### src/wcrm_pkg.sv
// shared constants, codes and types for the window count rate meter
`default_nettype none

package wcrm_pkg;

   localparam int WINDOW        = 75;
   localparam int MARK_INTERVAL = 60;
   localparam int RATE_MAX      = 999999;
   localparam int SECS_PER_HOUR = 3600;

   localparam int ACT_W  = 2;
   localparam int CNT_W  = 16;
   localparam int RATE_W = 20;
   localparam int SEC_W  = 32;

   localparam int PTR_W   = $clog2(WINDOW);
   localparam int FILL_W  = $clog2(WINDOW + 1);
   localparam int RAW_SUM_W = CNT_W + $clog2(WINDOW);
   localparam int SUM_W   = (RAW_SUM_W > RATE_W) ? RAW_SUM_W : RATE_W + 1;
   localparam longint PULSE_LIMIT = (longint'(RATE_MAX) * SECS_PER_HOUR) / WINDOW;
   localparam int PULSE_W = $clog2(PULSE_LIMIT + 1);
   localparam int PH_W    = $clog2(MARK_INTERVAL + 1);

   // dose = floor(pulses * WINDOW / 3600), 3600 = 16 * 225
   localparam int PROD_W         = 32;
   localparam int DOSE_PRE_SHIFT = 4;
   localparam int DOSE_DIV_ODD   = SECS_PER_HOUR >> DOSE_PRE_SHIFT;
   localparam int DIV_ODD_W      = $clog2(DOSE_DIV_ODD + 1);
   localparam int DOSE_X_W       = PROD_W - DOSE_PRE_SHIFT;
   localparam int DOSE_SHIFT     = DOSE_X_W + DIV_ODD_W;
   localparam longint DOSE_RECIP = (longint'(1) << DOSE_SHIFT) / DOSE_DIV_ODD;
   localparam int RECIP_W        = DOSE_SHIFT - DIV_ODD_W + 1;
   localparam int QUOT_W         = DOSE_X_W - DIV_ODD_W + 1;
   localparam int MUL_W          = DOSE_X_W + RECIP_W;

   typedef logic [ACT_W-1:0]  action_type;
   typedef logic [RATE_W-1:0] rate_type;

   localparam action_type ACT_TICK       = 2'd0;
   localparam action_type ACT_CLR_RATE   = 2'd1;
   localparam action_type ACT_CLR_TOTALS = 2'd2;

endpackage

`default_nettype wire

### src/window_count_rate_meter.sv
// top level of the window count rate meter
`default_nettype none

// Takes one transaction per clock while req_stall is low and gives one result
// transaction per transaction, in order, through the s1, s2, s3, s4 and output
// registers. Each transaction is a one-second tick carrying a pulse count, a
// rate clear or a totals clear. The last WINDOW counts sit in a ring memory
// with one read port (used at acceptance for the oldest count) and one write
// port (used from the s1 registers when the pipeline advances); the running
// sum, peak, session pulses and seconds live in registers. The dose division
// by 3600 is a reciprocal multiply with a one-step correction over two
// pipeline stages. Ring entries are never used before they are written, so no
// clearing pass is needed after reset. req_stall follows rsp_stall while a
// result waits in the output register.

module window_count_rate_meter
   import wcrm_pkg::*;
(
   input  wire logic             clock,
   input  wire logic             reset,
   input  wire logic             req_valid,
   output logic                  req_stall,
   input  wire logic [ACT_W-1:0] req_action,
   input  wire logic [CNT_W-1:0] req_pulse_count,
   output logic                  rsp_valid,
   input  wire logic             rsp_stall,
   output logic [RATE_W-1:0]     rsp_rate,
   output logic [RATE_W-1:0]     rsp_peak_rate,
   output logic [RATE_W-1:0]     rsp_session_dose,
   output logic [SEC_W-1:0]      rsp_session_seconds,
   output logic                  rsp_minute_mark
);

   logic advance;
   logic accept;

   logic [CNT_W-1:0]   ring_mem [WINDOW];
   logic [CNT_W-1:0]   rd_data_ff;

   logic [PTR_W-1:0]   ptr_ff, ptr_in;
   logic [FILL_W-1:0]  fill_ff, fill_in;

   logic               s1_valid_ff;
   action_type         s1_action_ff;
   logic [CNT_W-1:0]   s1_count_ff;
   logic [PTR_W-1:0]   s1_slot_ff;
   logic               s1_oldest_ff;

   logic [SUM_W-1:0]   sum_ff, sum_in;
   logic [PULSE_W-1:0] pulses_ff, pulses_in;
   logic [SEC_W-1:0]   sec_ff, sec_in;
   logic [PH_W-1:0]    phase_ff, phase_in;
   logic [CNT_W-1:0]   old_c;
   logic [PULSE_W:0]   pulse_sum_c;
   logic [PH_W-1:0]    phase_inc_c;
   logic               mark_c;

   logic               s2_valid_ff;
   action_type         s2_action_ff;
   logic [SUM_W-1:0]   s2_sum_ff;
   logic [PULSE_W-1:0] s2_pulses_ff;
   logic [SEC_W-1:0]   s2_sec_ff;
   logic               s2_mark_ff;

   rate_type           rate_c;
   rate_type           peak_ff, peak_in;
   logic [PROD_W-1:0]  prod_c;

   logic               s3_valid_ff;
   rate_type           s3_rate_ff;
   rate_type           s3_peak_ff;
   logic [SEC_W-1:0]   s3_sec_ff;
   logic               s3_mark_ff;
   logic [PROD_W-1:0]  s3_prod_ff;

   logic               s4_valid_ff;
   rate_type           s4_rate_ff;
   rate_type           s4_peak_ff;
   logic [SEC_W-1:0]   s4_sec_ff;
   logic               s4_mark_ff;
   rate_type           dose_c;

   logic               out_valid_ff;
   rate_type           out_rate_ff;
   rate_type           out_peak_ff;
   rate_type           out_dose_ff;
   logic [SEC_W-1:0]   out_sec_ff;
   logic               out_mark_ff;

   assign advance   = !(out_valid_ff && rsp_stall);
   assign accept    = req_valid && advance;
   assign req_stall = !advance;

   // front: ring pointer and fill level
   always_comb begin
      ptr_in  = ptr_ff;
      fill_in = fill_ff;
      if (accept) begin
         unique case (req_action)
            ACT_TICK: begin
               ptr_in = (ptr_ff == PTR_W'(WINDOW - 1)) ? '0 : ptr_ff + 1'b1;
               if (fill_ff != FILL_W'(WINDOW)) begin
                  fill_in = fill_ff + 1'b1;
               end
            end
            ACT_CLR_RATE: begin
               ptr_in  = '0;
               fill_in = '0;
            end
            default: begin
            end
         endcase
      end
   end

   always_ff @(posedge clock) begin
      if (reset) begin
         ptr_ff      <= '0;
         fill_ff     <= '0;
         s1_valid_ff <= 1'b0;
      end else begin
         ptr_ff  <= ptr_in;
         fill_ff <= fill_in;
         if (advance) begin
            s1_valid_ff <= req_valid;
         end
      end
   end

   always_ff @(posedge clock) begin
      if (accept) begin
         s1_action_ff <= req_action;
         s1_count_ff  <= req_pulse_count;
         s1_slot_ff   <= ptr_ff;
         s1_oldest_ff <= (fill_ff == FILL_W'(WINDOW));
      end
   end

   // ring memory: read at acceptance, write back from the s1 registers when the pipeline advances
   always_ff @(posedge clock) begin
      if (accept) begin
         rd_data_ff <= ring_mem[ptr_ff];
      end
      if (advance && s1_valid_ff && (s1_action_ff == ACT_TICK)) begin
         ring_mem[s1_slot_ff] <= s1_count_ff;
      end
   end

   // window sum, session pulses and seconds
   always_comb begin
      sum_in      = sum_ff;
      pulses_in   = pulses_ff;
      sec_in      = sec_ff;
      phase_in    = phase_ff;
      mark_c      = 1'b0;
      old_c       = s1_oldest_ff ? rd_data_ff : '0;
      pulse_sum_c = (PULSE_W+1)'(pulses_ff) + (PULSE_W+1)'(s1_count_ff);
      phase_inc_c = phase_ff + 1'b1;
      if (advance && s1_valid_ff) begin
         unique case (s1_action_ff)
            ACT_TICK: begin
               sum_in = sum_ff - SUM_W'(old_c) + SUM_W'(s1_count_ff);
               pulses_in = (pulse_sum_c > (PULSE_W+1)'(PULSE_LIMIT)) ?
                           PULSE_W'(PULSE_LIMIT) : pulse_sum_c[PULSE_W-1:0];
               if (sec_ff == '1) begin
                  sec_in   = '0;
                  phase_in = '0;
               end else begin
                  sec_in   = sec_ff + 1'b1;
                  phase_in = (phase_inc_c == PH_W'(MARK_INTERVAL)) ? '0 : phase_inc_c;
               end
               mark_c = (phase_in == '0);
            end
            ACT_CLR_RATE: begin
               sum_in = '0;
            end
            ACT_CLR_TOTALS: begin
               pulses_in = '0;
               sec_in    = '0;
               phase_in  = '0;
            end
            default: begin
            end
         endcase
      end
   end

   always_ff @(posedge clock) begin
      if (reset) begin
         sum_ff      <= '0;
         pulses_ff   <= '0;
         sec_ff      <= '0;
         phase_ff    <= '0;
         s2_valid_ff <= 1'b0;
      end else begin
         sum_ff    <= sum_in;
         pulses_ff <= pulses_in;
         sec_ff    <= sec_in;
         phase_ff  <= phase_in;
         if (advance) begin
            s2_valid_ff <= s1_valid_ff;
         end
      end
   end

   always_ff @(posedge clock) begin
      if (advance) begin
         s2_action_ff <= s1_action_ff;
         s2_sum_ff    <= sum_in;
         s2_pulses_ff <= pulses_in;
         s2_sec_ff    <= sec_in;
         s2_mark_ff   <= mark_c;
      end
   end

   // saturated rate, peak and dose product
   assign rate_c = (s2_sum_ff > SUM_W'(RATE_MAX)) ? RATE_W'(RATE_MAX) : s2_sum_ff[RATE_W-1:0];
   assign prod_c = PROD_W'(s2_pulses_ff) * PROD_W'(WINDOW);

   always_comb begin
      peak_in = peak_ff;
      if (advance && s2_valid_ff) begin
         unique case (s2_action_ff)
            ACT_TICK: begin
               if (rate_c > peak_ff) begin
                  peak_in = rate_c;
               end
            end
            ACT_CLR_RATE: begin
               peak_in = '0;
            end
            default: begin
            end
         endcase
      end
   end

   always_ff @(posedge clock) begin
      if (reset) begin
         peak_ff      <= '0;
         s3_valid_ff  <= 1'b0;
         s4_valid_ff  <= 1'b0;
         out_valid_ff <= 1'b0;
      end else begin
         peak_ff <= peak_in;
         if (advance) begin
            s3_valid_ff  <= s2_valid_ff;
            s4_valid_ff  <= s3_valid_ff;
            out_valid_ff <= s4_valid_ff;
         end
      end
   end

   always_ff @(posedge clock) begin
      if (advance) begin
         s3_rate_ff  <= rate_c;
         s3_peak_ff  <= peak_in;
         s3_sec_ff   <= s2_sec_ff;
         s3_mark_ff  <= s2_mark_ff;
         s3_prod_ff  <= prod_c;
         s4_rate_ff  <= s3_rate_ff;
         s4_peak_ff  <= s3_peak_ff;
         s4_sec_ff   <= s3_sec_ff;
         s4_mark_ff  <= s3_mark_ff;
         out_rate_ff <= s4_rate_ff;
         out_peak_ff <= s4_peak_ff;
         out_dose_ff <= dose_c;
         out_sec_ff  <= s4_sec_ff;
         out_mark_ff <= s4_mark_ff;
      end
   end

   wcrm_dose_div dose_div (
      .clock   (clock),
      .advance (advance),
      .product (s3_prod_ff),
      .dose    (dose_c)
   );

   assign rsp_valid           = out_valid_ff;
   assign rsp_rate            = out_rate_ff;
   assign rsp_peak_rate       = out_peak_ff;
   assign rsp_session_dose    = out_dose_ff;
   assign rsp_session_seconds = out_sec_ff;
   assign rsp_minute_mark     = out_mark_ff;

   a_fill_bound: assert property (@(posedge clock) disable iff (reset)
      fill_ff <= FILL_W'(WINDOW))
      else $error("ring fill level beyond window");

   a_ptr_bound: assert property (@(posedge clock) disable iff (reset)
      {1'b0, ptr_ff} < (PTR_W+1)'(WINDOW))
      else $error("ring pointer beyond window");

   a_phase_bound: assert property (@(posedge clock) disable iff (reset)
      phase_ff < PH_W'(MARK_INTERVAL))
      else $error("minute phase out of range");

   a_peak_covers_rate: assert property (@(posedge clock) disable iff (reset)
      rsp_valid |-> (rsp_peak_rate >= rsp_rate))
      else $error("peak below current rate");

   a_stall_back: assert property (@(posedge clock) disable iff (reset)
      (rsp_valid && rsp_stall) |-> req_stall)
      else $error("transaction taken while result held");

endmodule

`default_nettype wire

### src/wcrm_dose_div.sv
// two-stage constant divider: session dose from pulses times window
`default_nettype none

module wcrm_dose_div
   import wcrm_pkg::*;
(
   input  wire logic              clock,
   input  wire logic              advance,
   input  wire logic [PROD_W-1:0] product,
   output rate_type               dose
);

   logic [DOSE_X_W-1:0]          x_c;
   logic [MUL_W-1:0]             mul_c;
   logic [DOSE_X_W-1:0]          x_ff;
   logic [QUOT_W-1:0]            q0_ff;
   logic [QUOT_W+DIV_ODD_W-1:0]  back_c;
   logic [DOSE_X_W-1:0]          rem_c;
   logic [QUOT_W-1:0]            quot_c;

   assign x_c   = product[PROD_W-1:DOSE_PRE_SHIFT];
   assign mul_c = MUL_W'(x_c) * MUL_W'(DOSE_RECIP);

   always_ff @(posedge clock) begin
      if (advance) begin
         x_ff  <= x_c;
         q0_ff <= mul_c[DOSE_SHIFT +: QUOT_W];
      end
   end

   // reciprocal estimate is exact or one low
   assign back_c = (QUOT_W+DIV_ODD_W)'(q0_ff) * (QUOT_W+DIV_ODD_W)'(DOSE_DIV_ODD);
   assign rem_c  = x_ff - back_c[DOSE_X_W-1:0];
   assign quot_c = (rem_c >= DOSE_X_W'(DOSE_DIV_ODD)) ? q0_ff + 1'b1 : q0_ff;
   assign dose   = (quot_c > QUOT_W'(RATE_MAX)) ? RATE_W'(RATE_MAX) : quot_c[RATE_W-1:0];

endmodule

`default_nettype wire

### config.mk
export PLATFORM = sky130hd
export DESIGN_NAME = window_count_rate_meter
export DESIGN_NICKNAME = d
export VERILOG_FILES = /design/src/wcrm_pkg.sv /design/src/window_count_rate_meter.sv /design/src/wcrm_dose_div.sv
export SDC_FILE = /design/constraint.sdc
export NUM_CORES = 2
export LEC_CHECK = 0
export BUFFER_PORTS_ARGS = -buffer_cell sky130_fd_sc_hd__clkbuf_2
export CAP_MARGIN = 20
export CORE_MARGIN = 10
export CORE_UTILIZATION = 55
export CTS_CLUSTER_SIZE = 10
export DETAILED_ROUTE_END_ITERATION = 7
export PLACE_DENSITY = 0.75
export SYNTH_ARGS = -nofsm -noshare
export SYNTH_HDL_FRONTEND = slang
export SYNTH_HIERARCHICAL = 1
export SYNTH_SLANG_ARGS = --single-unit
### constraint.sdc
create_clock -name clock -period 19.3 [get_ports clock]
set_input_delay 1.93 -clock clock [delete_from_list [all_inputs] [get_ports clock]]
set_output_delay 1.93 -clock clock [all_outputs]
set_load 0.005 [all_outputs]
### Word-level counts from Yosys, hierarchy flattened

Memory sizes are Yosys's and may differ from the RTL's. A register that Yosys moved wholly into a read port is not among the register bits.
Index checks and enable logic that the tools add are counted.

| cells by class | value |
|---|---|
| multiplexer cells | 25 |
| equality and inequality tests | 10 |
| $mul | 3 |
| add/sub/neg operators | 9 |
| reduce and logical (&&, ||, !) cells | 16 |
| order comparisons | 5 |

Operators by type and width:

| operator | count |
|---|---|
| two-way mux 32 bit | 2 |
| case mux 32 bit (2 select lines) | 1 |
| two-way mux 20 bit | 3 |
| multiplier 28 x 26 -> 54 bit, second input constant | 1 |
| two-way mux 26 bit | 2 |
| case mux 26 bit (2 select lines) | 1 |
| case mux 23 bit (2 select lines) | 1 |
| case mux 20 bit (2 select lines) | 1 |
| adder 32 x 1 -> 32 bit, second input constant | 1 |
| == test 32 bit, second input constant | 1 |
| multiplier 26 x 7 -> 32 bit, second input constant | 1 |
| greater-or-equal comparator 28 x 8 -> 1 bit, second input constant | 1 |
| multiplier 21 x 8 -> 28 bit, second input constant | 1 |
| case mux 7 bit (2 select lines) | 2 |
| subtractor 28 bit | 1 |
| adder 26 x 16 -> 27 bit | 1 |
| > comparator 27 x 26 -> 1 bit, second input constant | 1 |
| two-way mux 6 bit | 4 |
| adder 23 x 16 -> 23 bit | 1 |
| > comparator 23 x 20 -> 1 bit, second input constant | 1 |
| two-way mux 23 bit | 1 |
| subtractor 23 x 16 -> 23 bit | 1 |
| adder 21 x 1 -> 21 bit, second input constant | 1 |
| > comparator 21 x 20 -> 1 bit, second input constant | 1 |
| other kinds (21) | 36 |

| storage, ports and cells | value |
|---|---|
| memories kept | 1 |
| register bits | 556 |
| output and inout port bits | 95 |
| bits of input ports | 22 |
| memory bits (writable) | 1200 |

Memories:

| memory | depth | bits a word | rd ports | clocked after Yosys merged registers in | write ports | RTL line | RTL |
|---|---|---|---|---|---|---|---|
| ring_mem | 75 | 16 | 1 | 1 | 1 | window_count_rate_meter.sv:37 | `logic [CNT_W-1:0] ring_mem [WINDOW];` |

### Depth between registers and ports, before layout

| depth | value |
|---|---|
| depth in word-level cells | 7 |
| depth in mapped cells | 27 |
| mapped depth without buffers | 25 |

### Hierarchy

Netlist, hierarchy kept.

By module, submodules not included:

| module | times used | cells each | area each (µm²) |
|---|---|---|---|
| window_count_rate_meter | 1 | 3920 | 70855.5 |
| wcrm_dose_div | 1 | 1772 | 17986.0 |

### Worst setup path before layout

No wires, ideal clock.

| path | value |
|---|---|
| path type | input to register |
| start | input port rsp_stall |
| end | memory ring_mem[61][0], enable pin |
| data arrival time | 14.310 ns |
| library setup time | 0.388 ns |
| stages | 9 |
| required time | 18.912 ns |
| setup slack | 4.601 ns |
| cell sequence | nand2_1 -> nand2_1 -> or2_2 -> clkbuf_1 -> nor2_1 -> clkbuf_1 -> clkbuf_1 -> nand4b_1 -> nor2_1 |

| on the way | value |
|---|---|
| word-level cells in the longest chain between the ends | 6 |

RTL lines:

| item | RTL line | RTL |
|---|---|---|
| start: declaration | window_count_rate_meter.sv:26 | `input wire logic rsp_stall,` |
| logical AND 1 bit | window_count_rate_meter.sv:90 | `assign advance = !(out_valid_ff && rsp_stall);` |
| zero test 1 bit | window_count_rate_meter.sv:90 |  |
| logical AND 1 bit (2 in a row) | window_count_rate_meter.sv:144 | `if (advance && s1_valid_ff && (s1_action_ff == ACT_TICK)) begin` |
| two-way mux 1 bit | window_count_rate_meter.sv:144 |  |
| two-way mux 1 bit (not written as such) | window_count_rate_meter.sv:145 | `ring_mem[s1_slot_ff] <= s1_count_ff;` |
| end: declaration | window_count_rate_meter.sv:37 |  |

No other way between the ends.

### Worst setup path in the final report

| path | value |
|---|---|
| start | register dose_div.q0_ff[14] |
| end | register out_dose_ff[7] (netlist: rsp_session_dose[7]), data pin |

| on the way | value |
|---|---|
| word-level cells in the longest chain between the ends | 5 |

RTL lines:

| item | RTL line | RTL |
|---|---|---|
| start: declaration | wcrm_dose_div.sv:16 | `logic [QUOT_W-1:0] q0_ff;` |
| start signal: assignment | wcrm_dose_div.sv:27 | `q0_ff <= mul_c[DOSE_SHIFT +: QUOT_W];` |
| multiplier 21 x 8 -> 28 bit | wcrm_dose_div.sv:32 | `assign back_c = (QUOT_W+DIV_ODD_W)'(q0_ff) * (QUOT_W+DIV_ODD_W)'(DOSE_DIV_ODD);` |
| subtractor 28 bit | wcrm_dose_div.sv:33 | `assign rem_c = x_ff - back_c[DOSE_X_W-1:0];` |
| greater-or-equal comparator 28 x 8 -> 1 bit | wcrm_dose_div.sv:34 | `assign quot_c = (rem_c >= DOSE_X_W'(DOSE_DIV_ODD)) ? q0_ff + 1'b1 : q0_ff;` |
| two-way mux 21 bit (*) | wcrm_dose_div.sv:34 |  |
| > comparator 21 x 20 -> 1 bit | wcrm_dose_div.sv:35 | `assign dose = (quot_c > QUOT_W'(RATE_MAX)) ? RATE_W'(RATE_MAX) : quot_c[RATE_W-1:0];` |
| end signal: assignment | window_count_rate_meter.sv:267 | `out_dose_ff <= dose_c;` |
| end: declaration | window_count_rate_meter.sv:86 | `rate_type out_dose_ff;` |

Mark *: on every way between the ends. The rest lies on a longest branch, timed or not.
A chain may end at the register's enable or synchronous reset.

==> results.cfg <==
[status]
outcome = complete, no violations

[final_layout]
fin_util_pct = 61.1
syn2layout_area_growth_pct = 10.4
final_common_cell = edfxtp_1
final.fill_count = 11500
drive_above_1_share_pct = 15.2
fin_nets = 6918
final_area_um2 = 97900
final_cell_mix = edfxtp_1, inv_1, ha_1, fa_1, mux4_2

[global_routing]
grt_overflow = 0
track_usage_pct = 23.2
grt_pass1_wl_mm = 316
grt_pass1_vias = 50700
grt_max_degree = 100
antenna_found_initial = 8

[cts]
htreeDepth = 4
holdBufCountCts = 0
cts_buffers = 199
clk_path_buf_depth = 3
cts_tree = yes
clock_sinks = 1768
path_clk_slew_ns = 0.06
postCtsSetupBuffers = 0
ctsResizeCount = 0
clk-insertion-delay-late_ns = 0.83
clock-root-buffer = clkbuf_16

[critical_path]
crit_path_max_fanout = 26
cp-start-kind = register
worst_path_max_delay_cell = edfxtp_1
cp_top_family = adder cells
critPathMaxStageDelay_ns = 0.74
cp_data_arrival_time_ns = 8.52
path_buf_inv = 4
path_class = reg -> reg
cp_cell_sequence = inv_1 > fa_1 > inv_1 > ha_1 > fa_1 > fa_1 > inv_1 > ha_1 > o21a_1 > o2bb2ai_1 > nor2_1 > a2111oi_0 > nand4_1 > nor4_1 > nand4_2 > or2_1 > a311o_1 > a222oi_1 > o32ai_1 > buf_4 > and2_1
cp-end-kind = register
cp.required_ns = 19.84

[detailed_routing]
ant_nets = 0
drc_errors = 0
dr.pass1.iters = 6
drtIter0Drc = 5088
vias = 49300
vias_per_cell = 6.01
wl_per_cell_um = 25.3
routed_wl_mm = 207

[power_and_ir_drop]
peakVddDrop_mv = 0.543
p_leak_nw = 38.1
power.density_nw_per_um2 = 146

[timing]
finClkSkew_ns = 0.0555
drv_slew = 0
finalCritPeriodShare_pct = 41.3
setup_viol = 0
maxSlewHeadroom_pct = 27.2
clock.fmax_mhz = 125
finalHoldViolCount = 0
rsz0062_at_grt = no
worst_pin_slew_ns = 1.09
setup_tns_ns = 0
min_period_ns = 7.98

[place]
place_congestion = 0.895
io_buffers = 116
dp_hpwl_mm = 132
place_area_um2 = 92300

[synth]
synth_nets = 6644
syn_area_um2 = 88700
synth-warning-count = 6
postSynthCellCount = 5688
avgSynthCellArea_um2 = 15.6

[die]
dieArea_um2 = 178000
die_w_um = 422
core_um2 = 160000
num_rows = 147
die_h_um = 422
pin_count = 117
start_util_pct = 55.3

[flow_run]
cap_violations = 0

[worst_hold_path]
min_path_type = reg -> reg
where the power goes:
part	switching (W)	total, W	internal, W
combinational	0.00393	0.00655	0.00262
clock	0.00144	0.00332	0.00188
sequential	0.000127	0.00443	0.00431
sequential cells by signal, indices dropped and copies added, names as in the netlist, 28 cells and up:
name	count
rsp_session_seconds	32
s4_sec_ff	32
s2_sec_ff	32
sec_ff	32
s3_prod_ff	28
dose_div/x_ff	28
s3_sec_ff	32
ring_mem	1200
worst paths after layout:
kind	start	to	slack, ns	depth (start not counted)
max	dose_div/q0_ff[14]	rsp_session_dose[7]	11.32	21
min	s2_sec_ff[30]	s3_sec_ff[30]	0.41	0
max reg2reg	dose_div/q0_ff[14]	rsp_session_dose[7]	11.32	21
min reg2reg	s2_sec_ff[30]	s3_sec_ff[30]	0.41	0
final cells by class:
| type | instances | area, um^2 | share of cell area, % |
|---|---|---|---|
| clock buffer | 247 | 5200 | 5.31 |
| multi-input combinational | 3015 | 33500 | 34.2 |
| inverter | 732 | 2750 | 2.81 |
| sequential | 1768 | 51800 | 52.9 |
| clock inverter | 26 | 322 | 0.328 |
| antenna | 1 | 2.50 | 0.00256 |
| timing repair buffer | 246 | 1630 | 1.66 |
| tap | 2160 | 2700 | 2.76 |
per-stage QoR:
stage          power (W)  hold slack (ns)  std cells  worst slack [ns]
3_3_place_gp      0.0110            0.401       7915             11.70
6_report          0.0143            0.406       8195             11.32
3_5_place_dp      0.0110            0.405       7916             11.52
4_1_cts           0.0144            0.402       8189             11.49
5_1_grt           0.0154            0.408       8195             10.84
2_1_floorplan    0.00932            0.400       5688              4.70
per-layer routing:
metal	part of all wire, %	track usage (%)
met5	0.045	0
met4	3.6	8.29
met3	7.9	4.78
met2	49	37.8
met1	40	31.1
Note: power is estimated with default switching activity, not from simulation.
